===== config.mk =====
export PLATFORM = sky130hd
export DESIGN_NAME = lcw_white
export DESIGN_NICKNAME = d
export VERILOG_FILES = /design/src/rtl/lcw_pkg.sv /design/src/rtl/lcw_white.sv
export SDC_FILE = /design/constraint.sdc
export NUM_CORES = 2
export LEC_CHECK = 0
export BUFFER_PORTS_ARGS = -buffer_cell sky130_fd_sc_hd__buf_2
export CAP_MARGIN = 20
export CORE_ASPECT_RATIO = 0.5
export CORE_MARGIN = 4
export CORE_UTILIZATION = 30
export CTS_BUF_LIST = sky130_fd_sc_hd__clkbuf_8
export DETAILED_ROUTE_END_ITERATION = 8
export SETUP_SLACK_MARGIN = 0.05
export SKIP_CTS_REPAIR_TIMING = 1
export SLEW_MARGIN = 20
export SYNTH_ARGS = -nofsm -noshare
export SYNTH_HDL_FRONTEND = slang
export SYNTH_SLANG_ARGS = --single-unit

===== constraint.sdc =====
create_clock -name clk -period 13.9 [get_ports clk]
set_input_delay 2.78 -clock clk [delete_from_list [all_inputs] [get_ports clk]]
set_output_delay 2.78 -clock clk [all_outputs]
set_load 0.02 [all_outputs]

===== src/rtl/lcw_pkg.sv =====
// Shared types and constants for the LED color and white mix unit.
package lcw_pkg;

	localparam int NSTAGE = 8;

	typedef logic [NSTAGE-1:0] stage_en_t;

	typedef struct packed {
		logic [7:0]  hue;
		logic [7:0]  saturation;
		logic [7:0]  brightness;
		logic [15:0] color_temp;
	} lcw_in_t;

	typedef struct packed {
		logic [11:0] red_duty;
		logic [11:0] green_duty;
		logic [11:0] blue_duty;
		logic [11:0] cold_duty;
		logic [11:0] warm_duty;
	} lcw_out_t;

	typedef logic [1:0] cfg_idx_t;

	localparam cfg_idx_t CFG_MIN_SAT  = 2'd0;
	localparam cfg_idx_t CFG_MIN_CBRI = 2'd1;
	localparam cfg_idx_t CFG_MIN_WBRI = 2'd2;

	localparam logic [6:0] RST_MIN_SAT  = 7'd20;
	localparam logic [6:0] RST_MIN_CBRI = 7'd10;
	localparam logic [7:0] RST_MIN_WBRI = 8'd10;
	localparam logic [6:0] PCT_FULL     = 7'd100;

	// reciprocal estimates, each low by at most one after the shift
	localparam logic [16:0] HUE_RECIP   = 17'd92880;    // 180*516, >>16 ~ /127
	localparam logic [14:0] PCT_RECIP   = 15'd25700;    // 100*257, >>16 ~ /255
	localparam logic [14:0] CH_RECIP    = 15'd26843;    // >>24 ~ /625
	localparam logic [22:0] WHITE_RECIP = 23'd4908534;  // >>32 ~ /875

	localparam logic [15:0] CT_WARM = 16'd3000;
	localparam logic [15:0] CT_COLD = 16'd6500;

endpackage


===== src/rtl/lcw_white.sv =====
// White path: floored brightness split between warm and cold by temperature.
module lcw_white (
	input  logic              clk,
	input  lcw_pkg::stage_en_t en,
	input  lcw_pkg::lcw_in_t  din,
	input  logic [7:0]        min_wbri,
	output logic [11:0]       cold,
	output logic [11:0]       warm
);
	import lcw_pkg::*;

	// stage 1: floor, temperature zone and distances
	logic [15:0] dc_full, dw_full;
	logic [7:0]  bw_s1;
	logic        lo_s1, hi_s1;
	logic [11:0] dc_s1, dw_s1;

	assign dc_full = din.color_temp - CT_WARM;
	assign dw_full = CT_COLD - din.color_temp;

	always_ff @(posedge clk) begin
		if (en[0]) begin
			bw_s1 <= (din.brightness < min_wbri) ? min_wbri : din.brightness;
			lo_s1 <= (din.color_temp <= CT_WARM);
			hi_s1 <= (din.color_temp >= CT_COLD);
			dc_s1 <= dc_full[11:0];
			dw_s1 <= dw_full[11:0];
		end
	end

	// stage 2: full duty
	logic [11:0] full_s2, dc_s2, dw_s2;
	logic        lo_s2, hi_s2;

	always_ff @(posedge clk) begin
		if (en[1]) begin
			full_s2 <= 12'(bw_s1) * 12'd10;
			dc_s2   <= dc_s1;
			dw_s2   <= dw_s1;
			lo_s2   <= lo_s1;
			hi_s2   <= hi_s1;
		end
	end

	// stage 3: blend numerators
	logic [23:0] nc_s3, nw_s3;
	logic [11:0] full_s3;
	logic        lo_s3, hi_s3;

	always_ff @(posedge clk) begin
		if (en[2]) begin
			nc_s3   <= 24'(full_s2) * 24'(dc_s2);
			nw_s3   <= 24'(full_s2) * 24'(dw_s2);
			full_s3 <= full_s2;
			lo_s3   <= lo_s2;
			hi_s3   <= hi_s2;
		end
	end

	// stage 4: /3500 as >>2 then reciprocal estimate of /875
	logic [43:0] qc_prod, qw_prod;
	logic [21:0] zc_s4, zw_s4;
	logic [11:0] q0c_s4, q0w_s4, full_s4;
	logic        lo_s4, hi_s4;

	assign qc_prod = 44'(nc_s3[23:2]) * 44'(WHITE_RECIP);
	assign qw_prod = 44'(nw_s3[23:2]) * 44'(WHITE_RECIP);

	always_ff @(posedge clk) begin
		if (en[3]) begin
			zc_s4   <= nc_s3[23:2];
			zw_s4   <= nw_s3[23:2];
			q0c_s4  <= qc_prod[43:32];
			q0w_s4  <= qw_prod[43:32];
			full_s4 <= full_s3;
			lo_s4   <= lo_s3;
			hi_s4   <= hi_s3;
		end
	end

	// stage 5: correct estimate, select by zone
	logic [21:0] rc, rw;
	logic [11:0] qc, qw;
	logic [11:0] cold_s5, warm_s5, cold_s6, warm_s6, cold_s7, warm_s7, cold_s8, warm_s8;

	always_comb begin
		rc = zc_s4 - 22'(q0c_s4) * 22'd875;
		rw = zw_s4 - 22'(q0w_s4) * 22'd875;
		qc = q0c_s4 + ((rc >= 22'd875) ? 12'd1 : 12'd0);
		qw = q0w_s4 + ((rw >= 22'd875) ? 12'd1 : 12'd0);
	end

	always_ff @(posedge clk) begin
		if (en[4]) begin
			cold_s5 <= hi_s4 ? full_s4 : (lo_s4 ? 12'd0 : qc);
			warm_s5 <= lo_s4 ? full_s4 : (hi_s4 ? 12'd0 : qw);
		end
	end

	// align with the color path
	always_ff @(posedge clk) begin
		if (en[5]) begin
			cold_s6 <= cold_s5;
			warm_s6 <= warm_s5;
		end
		if (en[6]) begin
			cold_s7 <= cold_s6;
			warm_s7 <= warm_s6;
		end
		if (en[7]) begin
			cold_s8 <= cold_s7;
			warm_s8 <= warm_s7;
		end
	end

	assign cold = cold_s8;
	assign warm = warm_s8;

endmodule


==> reports/results.ini <==
[outcome]
outcome=complete, no violations

[global_route]
top_usage_layer=met2
grt_first_pass_wirelength_mm=166
use_met2_pct=24.2
met3_usage_pct=1.39
grt_max_degree=64
grt.met1_usage_pct=17.0
overflow=0
antenna_found_initial=7
grt_pass1_vias=31300
track_usage_pct=13.3

[synth]
synth_flop_cell=edfxtp_1
ys_async_sr_fraction_pct=0
synth-seq-area-share_pct=20.5
synth_edf_count=303
synth.top_cells.by_area=fa_1, edfxtp_1, ha_1
synthCells=4137
synth.distinct_cells=70
synth_top_area_share_pct=33.8
yosys_warnings=0
avgSynthCellArea_sq_um=10.7
synth_top_area_cell=fa_1
synth_area_sq_um=44500
synth.net_count=5641
ys_ff_latch=303

[clock_network]
worstSkewPairLatency_ns=0.63
clk_pin_slew_worst_paths_ns=0.06
cts-htree-levels=2
cts_tree=yes
clock_sinks=303
cts-root-buf=clkbuf_8
cts_max_path_buffers=3
cts_made_buffers=54

[worst_setup_path]
crit_buf_inv=6
critPathRequiredTime_ns=14.26
crit_fanout=8
r2r_end=q0w_s4[10]
end_kind=register
critPathMaxStageDelay_ns=0.73
reg2reg_depth=22
critical_path.top_delay_family=adder cells
cp.arrival_ns=8.29
start_kind=register
crit_slowest_cell=edfxtp_1
worstPathCellList=inv_1 -> fa_1 -> fa_1 -> inv_1 -> fa_1 -> fa_1 -> inv_1 -> fa_1 -> inv_1 -> fa_1 -> inv_1 -> fa_1 -> inv_1 -> ha_1 -> or3_1 -> a211oi_1 -> o22ai_1 -> a221oi_1 -> o21ai_0 -> a41o_1 -> a21oi_1 -> xnor2_1
r2r_slack_ns=5.98
crit-reg2reg-launch=nw_s3[19]
cp_common_cell=fa_1
crit_type=register to register

[drt]
wl_mm=99.5
dr.pass1.iters=6
avgViaCountPerCell=4.49
vias=27900
drc_errors=0
wl_per_cell_um=16.0
drtIter0Drc=1235
detail-route-antenna-nets=0

[timing]
tightest_slew_ns=1.07
setup_viol=0
slew_viol_final=0
slew_headroom_pct=28.7
clock-skew-final_ns=0.0334
fin_crit_sh_pct=57.0
fin_crit_ns=7.92
fmax_mhz=126
rsz0062_at_grt=no
setup_tns_ns=0
hold_viol=0

[worst_hold_path]
min_to=warm[1]
hp-class=register to register
hold_start=warm_s7[1]
min_path_cells=0

[final_layout]
seqCellArea_sq_um=9100
multi_input_comb_area_sq_um=30500
fillers=14700
drive_above_1_share_pct=4.21
syn2layout_area_growth_pct=8.36
nets=5712

[die]
io_pins=81
die_area_sq_um=155000
die_y_um=280
core_area_sq_um=147000
num_rows=99
die_w_um=552
initial_utilization_pct=30.3

[place]
gp_congestion=0.905
portBuffers=64
hpwl_mm=84.7

[job]
max_cap_viol_count=0

how the worst max path moves through the flow:
| stage | start | end | depth (start not counted) |
|---|---|---|---|
| 3_3_place_gp | nw_s3[18] | q0w_s4[10] | 23 |
| 5_1_grt | nw_s3[16] | q0w_s4[10] | 23 |
| 6_report | nw_s3[19] | q0w_s4[10] | 22 |
| 2_1_floorplan | q0w_s4[1] | warm_s5[11] | 20 |
| 4_1_cts | nw_s3[19] | q0w_s4[10] | 22 |
| 3_5_place_dp | nw_s3[19] | q0w_s4[10] | 22 |
logic make-up after synthesis:
logic type	after synthesis	synth area share (%)
DFF	303	20.5
AOI/OAI and AO/OA	401	6.15
xor gates and xnor gates	136	2.68
adders and majority gates	1447	53.4
muxes	17	0.436
and+or+nand+nor	549	5.98
buffers and inverters	1284	10.9
per-layer routing:
layer / part of all wire (%) / vias to the layer above
met5: 0 / -
met4: 1.9 / 0
met3: 4.1 / 107
met2: 50 / 509
met1: 44 / 14200
li1: - / 13100
cells in the mapped netlist (35+ instances only):
master	n
inv_1	1224
fa_1	751
ha_1	696
edfxtp_1	303
nand2_1	215
and2_1	107
a21oi_1	106
xnor2_1	101
nor2_1	83
o21ai_0	61
clkbuf_1	58
a21o_1	54
xor2_1	35
cell type report:
cell class / count / share of cell area (%)
clock inverter: 43 / 0.623
sequential: 303 / 18.9
antenna: 1 / 0.00520
timing repair buffer: 75 / 0.925
clock buffer: 54 / 1.54
inverter: 1224 / 9.54
multi-input combinational: 2550 / 63.4
tap: 1969 / 5.11
state kept, by name (all words and copies together) (netlist names), 12 cells and up:
register and cells:
dc_s2 12, nw_s3 22, warm 12, zc_s4 22, q0c_s4 12, cold_s5 12
warm_s6 12, cold_s6 12, dc_s1 12, cold 12, warm_s5 12, warm_s7 12
cold_s7 12, nc_s3 22, zw_s4 22, q0w_s4 12
cells in the final DEF, fill, tap and decap left out, types with 7 or more instances in the layout:
| cell type | synthesis | layout |
|---|---|---|
| a22o_1 | 23 | 23 |
| nand4_1 | 22 | 22 |
| a31oi_1 | 10 | 10 |
| mux2i_1 | 7 | 7 |
| o21ai_0 | 61 | 61 |
| buf_2 | 0 | 63 |
| xor2_1 | 35 | 35 |
| inv_1 | 1224 | 1238 |
| nand2_1 | 215 | 215 |
| clkbuf_8 | 0 | 54 |
| a21oi_1 | 106 | 106 |
| mux2_2 | 9 | 9 |
| a211oi_1 | 17 | 17 |
| o31ai_1 | 9 | 9 |
| o22ai_1 | 7 | 7 |
| nor2_1 | 83 | 83 |
| o41ai_1 | 8 | 8 |
| nor3_1 | 20 | 20 |
| and4_1 | 7 | 7 |
| o21bai_1 | 12 | 12 |
| clkinv_2 | 0 | 10 |
| and2_1 | 107 | 107 |
| xnor2_1 | 101 | 101 |
| fa_1 | 751 | 751 |
| edfxtp_1 | 303 | 303 |
| a2111oi_0 | 10 | 10 |
| nand3_1 | 31 | 31 |
| buf_4 | 0 | 10 |
| or3_1 | 9 | 9 |
| o21a_1 | 17 | 17 |
| nand2b_1 | 13 | 13 |
| and3_1 | 7 | 7 |
| nor2b_1 | 19 | 19 |
| o211ai_1 | 12 | 12 |
| ha_1 | 696 | 696 |
| a21o_1 | 54 | 54 |
stage by stage:
step	util (%)	setup slack [ns]	instances	hold slack, ns	cell area, sq um
final	32.9	5.98	6219	0.406	48200
after global routing	32.9	5.56	6219	0.405	48200
after CTS	32.8	5.91	6216	0.408	48100
after detailed placement	32.1	5.92	6119	0.405	47100
after global placement	32.1	5.94	6119	0.404	47100
after floorplan	-	7.20	4137	0.400	44500
Power is not shown: default switching activity piles up to over one toggle a cycle in this logic, so the estimate is an artifact.
