<file path="src/rtl/lcw_pkg.sv">
// Shared types and constants for the LED color and white mix unit.
package lcw_pkg;

	localparam int NSTAGE = 8;

	typedef logic [NSTAGE-1:0] stage_en_t;

	typedef struct packed {
		logic [7:0]  hue;
		logic [7:0]  saturation;
		logic [7:0]  brightness;
		logic [15:0] color_temp;
	} lcw_in_t;

	typedef struct packed {
		logic [11:0] red_duty;
		logic [11:0] green_duty;
		logic [11:0] blue_duty;
		logic [11:0] cold_duty;
		logic [11:0] warm_duty;
	} lcw_out_t;

	typedef logic [1:0] cfg_idx_t;

	localparam cfg_idx_t CFG_MIN_SAT  = 2'd0;
	localparam cfg_idx_t CFG_MIN_CBRI = 2'd1;
	localparam cfg_idx_t CFG_MIN_WBRI = 2'd2;

	localparam logic [6:0] RST_MIN_SAT  = 7'd20;
	localparam logic [6:0] RST_MIN_CBRI = 7'd10;
	localparam logic [7:0] RST_MIN_WBRI = 8'd10;
	localparam logic [6:0] PCT_FULL     = 7'd100;

	// reciprocal estimates, each low by at most one after the shift
	localparam logic [16:0] HUE_RECIP   = 17'd92880;    // 180*516, >>16 ~ /127
	localparam logic [14:0] PCT_RECIP   = 15'd25700;    // 100*257, >>16 ~ /255
	localparam logic [14:0] CH_RECIP    = 15'd26843;    // >>24 ~ /625
	localparam logic [22:0] WHITE_RECIP = 23'd4908534;  // >>32 ~ /875

	localparam logic [15:0] CT_WARM = 16'd3000;
	localparam logic [15:0] CT_COLD = 16'd6500;

endpackage

</file>
<file path="src/rtl/lcw_color.sv">
// Color path: hue/saturation/value scaling and six-sector RGB conversion.
module lcw_color (
	input  logic              clk,
	input  lcw_pkg::stage_en_t en,
	input  lcw_pkg::lcw_in_t  din,
	input  logic [6:0]        min_sat,
	input  logic [6:0]        min_bri,
	output logic [11:0]       red,
	output logic [11:0]       green,
	output logic [11:0]       blue
);
	import lcw_pkg::*;

	typedef enum logic [2:0] {
		SEC_RED_YEL,
		SEC_YEL_GRN,
		SEC_GRN_CYN,
		SEC_CYN_BLU,
		SEC_BLU_MAG,
		SEC_MAG_RED
	} sector_t;

	localparam int KI_MAX = 0;
	localparam int KI_MIN = 1;
	localparam int KI_UP  = 2;
	localparam int KI_DN  = 3;
	localparam int NK     = 4;

	// stage 1: quotient estimates
	logic [24:0] hue_prod;
	logic [22:0] sat_prod, bri_prod;
	logic [7:0]  hue_s1, sat_s1, bri_s1;
	logic [8:0]  hq0_s1;
	logic [6:0]  sq0_s1, bq0_s1;

	assign hue_prod = 25'(din.hue) * 25'(HUE_RECIP);
	assign sat_prod = 23'(din.saturation) * 23'(PCT_RECIP);
	assign bri_prod = 23'(din.brightness) * 23'(PCT_RECIP);

	always_ff @(posedge clk) begin
		if (en[0]) begin
			hue_s1 <= din.hue;
			sat_s1 <= din.saturation;
			bri_s1 <= din.brightness;
			hq0_s1 <= hue_prod[24:16];
			sq0_s1 <= sat_prod[22:16];
			bq0_s1 <= bri_prod[22:16];
		end
	end

	// stage 2: corrected quotients, degrees and floored percents
	logic [15:0] h_rem;
	logic [14:0] s_rem, v_rem;
	logic [8:0]  h_deg0, h_deg;
	logic [6:0]  s_pct, v_pct;
	logic [8:0]  h_s2;
	logic [6:0]  s_s2, v_s2;

	always_comb begin
		h_rem  = 16'(hue_s1) * 16'd180 - 16'(hq0_s1) * 16'd127;
		h_deg0 = hq0_s1 + ((h_rem >= 16'd127) ? 9'd1 : 9'd0);
		h_deg  = (h_deg0 > 9'd0) ? h_deg0 - 9'd1 : 9'd0;
		// full circle wraps to zero degrees
		if (h_deg >= 9'd360)
			h_deg = 9'd0;
		s_rem = 15'(sat_s1) * 15'd100 - 15'(sq0_s1) * 15'd255;
		v_rem = 15'(bri_s1) * 15'd100 - 15'(bq0_s1) * 15'd255;
		s_pct = sq0_s1 + ((s_rem >= 15'd255) ? 7'd1 : 7'd0);
		v_pct = bq0_s1 + ((v_rem >= 15'd255) ? 7'd1 : 7'd0);
		if (s_pct < min_sat)
			s_pct = min_sat;
		if (v_pct < min_bri)
			v_pct = min_bri;
	end

	always_ff @(posedge clk) begin
		if (en[1]) begin
			h_s2 <= h_deg;
			s_s2 <= s_pct;
			v_s2 <= v_pct;
		end
	end

	// stage 3: sector, offset in sector, minimum term
	sector_t    sec;
	logic [8:0] h_base;
	logic [12:0] kmin;
	sector_t    sec_s3;
	logic [5:0] hm_s3;
	logic [6:0] s_s3, v_s3;
	logic [12:0] kmin_s3;

	always_comb begin
		if (h_s2 >= 9'd300) begin
			sec = SEC_MAG_RED;
			h_base = 9'd300;
		end else if (h_s2 >= 9'd240) begin
			sec = SEC_BLU_MAG;
			h_base = 9'd240;
		end else if (h_s2 >= 9'd180) begin
			sec = SEC_CYN_BLU;
			h_base = 9'd180;
		end else if (h_s2 >= 9'd120) begin
			sec = SEC_GRN_CYN;
			h_base = 9'd120;
		end else if (h_s2 >= 9'd60) begin
			sec = SEC_YEL_GRN;
			h_base = 9'd60;
		end else begin
			sec = SEC_RED_YEL;
			h_base = 9'd0;
		end
		kmin = 13'(PCT_FULL - s_s2) * 13'd60;
	end

	always_ff @(posedge clk) begin
		if (en[2]) begin
			sec_s3  <= sec;
			hm_s3   <= 6'(h_s2 - h_base);
			s_s3    <= s_s2;
			v_s3    <= v_s2;
			kmin_s3 <= kmin;
		end
	end

	// stage 4: rising and falling terms, all scaled by v*255/600000 later
	logic [12:0] sh;
	logic [12:0] k_s4 [NK];
	logic [6:0]  v_s4;
	sector_t     sec_s4;

	assign sh = 13'(s_s3) * 13'(hm_s3);

	always_ff @(posedge clk) begin
		if (en[3]) begin
			k_s4[KI_MAX] <= 13'd6000;
			k_s4[KI_MIN] <= kmin_s3;
			k_s4[KI_UP]  <= kmin_s3 + sh;
			k_s4[KI_DN]  <= 13'd6000 - sh;
			v_s4         <= v_s3;
			sec_s4       <= sec_s3;
		end
	end

	// stage 5: v*K
	logic [19:0] p_s5 [NK];
	sector_t     sec_s5;

	always_ff @(posedge clk) begin
		if (en[4]) begin
			for (int i = 0; i < NK; i++)
				p_s5[i] <= 20'(v_s4) * 20'(k_s4[i]);
			sec_s5 <= sec_s4;
		end
	end

	// stage 6: round half up of 17*p/40000 -> z/625 with z = (17p+20000)>>6
	logic [23:0] y [NK];
	logic [17:0] z_s6 [NK];
	sector_t     sec_s6;

	always_comb begin
		for (int i = 0; i < NK; i++)
			y[i] = 24'(p_s5[i]) * 24'd17 + 24'd20000;
	end

	always_ff @(posedge clk) begin
		if (en[5]) begin
			for (int i = 0; i < NK; i++)
				z_s6[i] <= y[i][23:6];
			sec_s6 <= sec_s5;
		end
	end

	// stage 7: quotient estimate
	logic [31:0] zq [NK];
	logic [7:0]  q0_s7 [NK];
	logic [17:0] z_s7 [NK];
	sector_t     sec_s7;

	always_comb begin
		for (int i = 0; i < NK; i++)
			zq[i] = 32'(z_s6[i]) * 32'(CH_RECIP);
	end

	always_ff @(posedge clk) begin
		if (en[6]) begin
			for (int i = 0; i < NK; i++) begin
				q0_s7[i] <= zq[i][31:24];
				z_s7[i]  <= z_s6[i];
			end
			sec_s7 <= sec_s6;
		end
	end

	// stage 8: correct, route by sector, scale to duty
	logic [17:0] zr [NK];
	logic [7:0]  ch [NK];
	logic [7:0]  r_c, g_c, b_c;
	logic [11:0] red_s8, green_s8, blue_s8;

	always_comb begin
		for (int i = 0; i < NK; i++) begin
			zr[i] = z_s7[i] - 18'(q0_s7[i]) * 18'd625;
			ch[i] = q0_s7[i] + ((zr[i] >= 18'd625) ? 8'd1 : 8'd0);
		end
		case (sec_s7)
			SEC_RED_YEL: begin
				r_c = ch[KI_MAX]; g_c = ch[KI_UP];  b_c = ch[KI_MIN];
			end
			SEC_YEL_GRN: begin
				r_c = ch[KI_DN];  g_c = ch[KI_MAX]; b_c = ch[KI_MIN];
			end
			SEC_GRN_CYN: begin
				r_c = ch[KI_MIN]; g_c = ch[KI_MAX]; b_c = ch[KI_UP];
			end
			SEC_CYN_BLU: begin
				r_c = ch[KI_MIN]; g_c = ch[KI_DN];  b_c = ch[KI_MAX];
			end
			SEC_BLU_MAG: begin
				r_c = ch[KI_UP];  g_c = ch[KI_MIN]; b_c = ch[KI_MAX];
			end
			default: begin
				r_c = ch[KI_MAX]; g_c = ch[KI_MIN]; b_c = ch[KI_DN];
			end
		endcase
	end

	always_ff @(posedge clk) begin
		if (en[7]) begin
			red_s8   <= 12'(r_c) * 12'd10;
			green_s8 <= 12'(g_c) * 12'd10;
			blue_s8  <= 12'(b_c) * 12'd10;
		end
	end

	assign red   = red_s8;
	assign green = green_s8;
	assign blue  = blue_s8;

endmodule

</file>
<file path="config.mk">
export PLATFORM = sky130hd
export DESIGN_NAME = lcw_color
export DESIGN_NICKNAME = d
export VERILOG_FILES = /design/src/rtl/lcw_pkg.sv /design/src/rtl/lcw_color.sv
export SDC_FILE = /design/constraint.sdc
export NUM_CORES = 2
export LEC_CHECK = 0
export ABC_CLOCK_PERIOD_IN_PS = 11000
export BUFFER_PORTS_ARGS = -buffer_cell sky130_fd_sc_hd__buf_2
export CAP_MARGIN = 20
export CORE_MARGIN = 2
export CORE_UTILIZATION = 45
export DETAILED_ROUTE_END_ITERATION = 8
export GPL_TIMING_DRIVEN = 1
export PLACE_DENSITY_LB_ADDON = 0.05
export SLEW_MARGIN = 10
export SYNTH_ARGS = -nofsm -noshare
export SYNTH_HDL_FRONTEND = slang
export SYNTH_SLANG_ARGS = --single-unit
</file>
<file path="constraint.sdc">
create_clock -name clk -period 11 [get_ports clk]
set_input_delay 2.2 -clock clk [delete_from_list [all_inputs] [get_ports clk]]
set_output_delay 2.2 -clock clk [all_outputs]
set_load 0.02 [all_outputs]
</file>
==> qor.yml <==
grt-busiest-layer: "met2"
synth_top_flop_cell: "edfxtp_1"
cts_resized: 0
maxSlewHeadroom_pct: 31.30
final_area_um2: 73490
hold_viol_final: 0
synthDistinctLibCells: 82
grt_max_degree: 77
cts_sinks: 440
r2r-start: "hue_s1[2]"
detail-route-antenna-nets: 0
post-place-ws_ns: 2.423
diodes: 0
syn_avg_cell_area_um2: 10.33
placed_cell_area_um2: 71500
synthArstFlopShare_pct: 0
drive_above_1_share_pct: 3.563
yosys.area.top_type: "ha_1"
slowest_delay_ns: 0.50
drc: 0
synth_edf_count: 440
synthesis.area_um2: 68690
slowest_stage: "fa_1"
cp_max_fo: 7
finalSetupTns_ns: 0
path_class: "reg -> reg"
first_iter_violations: 1522
globalRouteMet1Util_pct: 25.47
nFillCells: 14310
crit_arrival_ns: 8.97
path_buf_inv: 2
setup_viol: 0
cts_setup_buffers: 0
antenna_found_initial: 4
dr_total_vias: 43870
ioPinCount: 99
viasPerCell: 4.973
clkTransAtPathRegs_ns: 0.06
worst_path_dominant_cell_family: "adder cells"
clkLatencyLatePin_ns: 0.68
grt_pass1_vias: 46340
cts_hold_buf: 0
end_kind: "register"
critical_path_required_ns: 11.41
h-tree-depth: 2
wl_um: 138900
min_from: "v_s2[6]"
start_util_pct: 45.27
hpwl_um: 119500
grtUsageMet3_pct: 2.213
die_x_um: 394.7
synth_top_area_share_pct: 25.98
worst_pin_slew_ns: 1.030
numCtsBuffers: 58
syn2layout_area_growth_pct: 6.995
placed_cells: 8714
grt_pass1_wl_um: 235900
root_buffer: "clkbuf_16"
port_buffers: 79
final_nets: 9100
finClkSkew_ns: 0.03220
rsz0062_at_grt: "false"
worstSetupStartpointType: "register"
setup_slack_ns: 2.445
die_h_um: 394.7
place_congestion: 0.8679
fin_crit_ns: 8.555
fmax_ghz: 0.1169
dieArea_um2: 155800
worstSetupStartpoint: "hue_s1[2]"
wl_per_cell_um: 15.74
ys_seq_area_share_pct: 19.24
synth_area_leaders: "ha_1 (26%), fa_1 (25%), edfxtp_1 (19%)"
drv_slew: 0
yosys_warnings: 0
outcome: "finished clean"
core_area_um2: 151700
row_count: 143
grt_use_met2_pct: 31.23
cts_tree: "done"
drv_cap: 0
clk_path_buf_depth: 3
hp-class: "reg -> reg"
fin_crit_sh_pct: 77.77
yosys_register_bits: 440
cp_common_cell: "ha_1"
track_usage_pct: 18.53
seq_area_um2: 13210
syn_inst: 6648
final_cells: 8822
multi_input_area_um2: 49390
grt-ovfl-total: 0
dr.pass1.iters: 5
==> kinds of logic after synthesis <==
logic type | count (synthesis) | share of synthesized area (%)
compound gates | 831 | 7.906
xor+xnor | 370 | 4.729
fa+ha+maj | 2293 | 51.25
buf+inv | 1621 | 8.875
flops | 440 | 19.24
mux | 46 | 0.7122
other cells | 1 | 0.005460
simple gates | 1046 | 7.292
==> routing by layer <==
metal | wire, um | vias to the layer above
met1 | 66100 | 21190
met3 | 4561 | 156
met5 | 11 | -
li1 | - | 22050
met2 | 65130 | 477
met4 | 3095 | 2
==> cell type report <==
class                           count  area share, %
Multi-Input combinational cell   4589          67.20
Sequential cell                   440          17.98
Inverter                         1565          7.993
Tap cell                         2030          3.456
Clock buffer                       65          2.011
Clock inverter                     43         0.6980
Timing Repair Buffer               90         0.6606
==> per-stage QoR <==
step	util, %	hold WS, ns
2_1_floorplan	-	0.4003
3_3_place_gp	47.12	0.4021
3_5_place_dp	47.12	0.4052
4_1_cts	48.44	0.4189
5_1_grt	48.44	0.4220
6_report	48.44	0.4166
==> path summary, 6_finish.rpt <==
| path | endpoint | cells past startpoint | slack (ns) |
|---|---|---|---|
| worst max register to register | h_s2[6] | 35 | 2.45 |
| worst min-delay path | v_s3[6] | 0 | 0.42 |
| worst max-delay path | h_s2[6] | 35 | 2.45 |
| worst min register to register | v_s3[6] | 0 | 0.42 |
==> cell usage after synthesis, types with 7 or more instances <==
library cell  instances
fa_1                867
nor2_1              199
o21a_1               53
a41oi_1               9
xor2_1              111
nand3_1              90
a21boi_0             10
nand2_1             356
a211o_1               8
and2_1              113
or3_1                19
edfxtp_1            440
mux2i_1              23
o22ai_1               7
a21o_1               82
clkbuf_1             50
nand2b_1             40
a21oi_1             257
nor2b_1              39
o211ai_1             19
a2111oi_0            12
mux2_2               23
o2111ai_1            16
or2_2                13
o31ai_1              16
nor4_1                8
ha_1               1426
xnor2_1             258
and3_1               31
inv_1              1564
o21ai_0             148
a211oi_1             27
nand4_1              31
o41ai_1               7
nor3_1               78
o21bai_1             56
a31oi_1              25
==> layout by cell type (no fill, tap or decap), types with 111 or more instances in the layout <==
cell type / n
nor2_1: 198
xor2_1: 111
o21ai_0: 148
ha_1: 1426
and2_1: 113
a21oi_1: 257
fa_1: 867
inv_1: 1564
edfxtp_1: 440
nand2_1: 356
xnor2_1: 258
==> flip-flops by register name, indices dropped and copies added, names as in the netlist, 8 cells and up <==
register  flops
blue         11
bri_s1        8
green        11
h_s2          9
hq0_s1        9
hue_s1        8
k_s4         36
kmin_s3      10
p_s5         73
q0_s7        32
red          11
sat_s1        8
z_s6         72
z_s7         72
==> worst register-to-register path: cells and delay by family, from the launching register on <==
kind / cells / cell delay, ns
xor+xnor: 5 / 1.20
simple gates: 7 / 1.25
compound gates: 12 / 2.36
buf+inv: 2 / 0.09
fa+ha+maj: 9 / 2.94
flops: 1 / 0.43
Power is left out: the tool's default activity adds up to more than one toggle a clock period on the data nets, which glitch-free logic cannot reach.
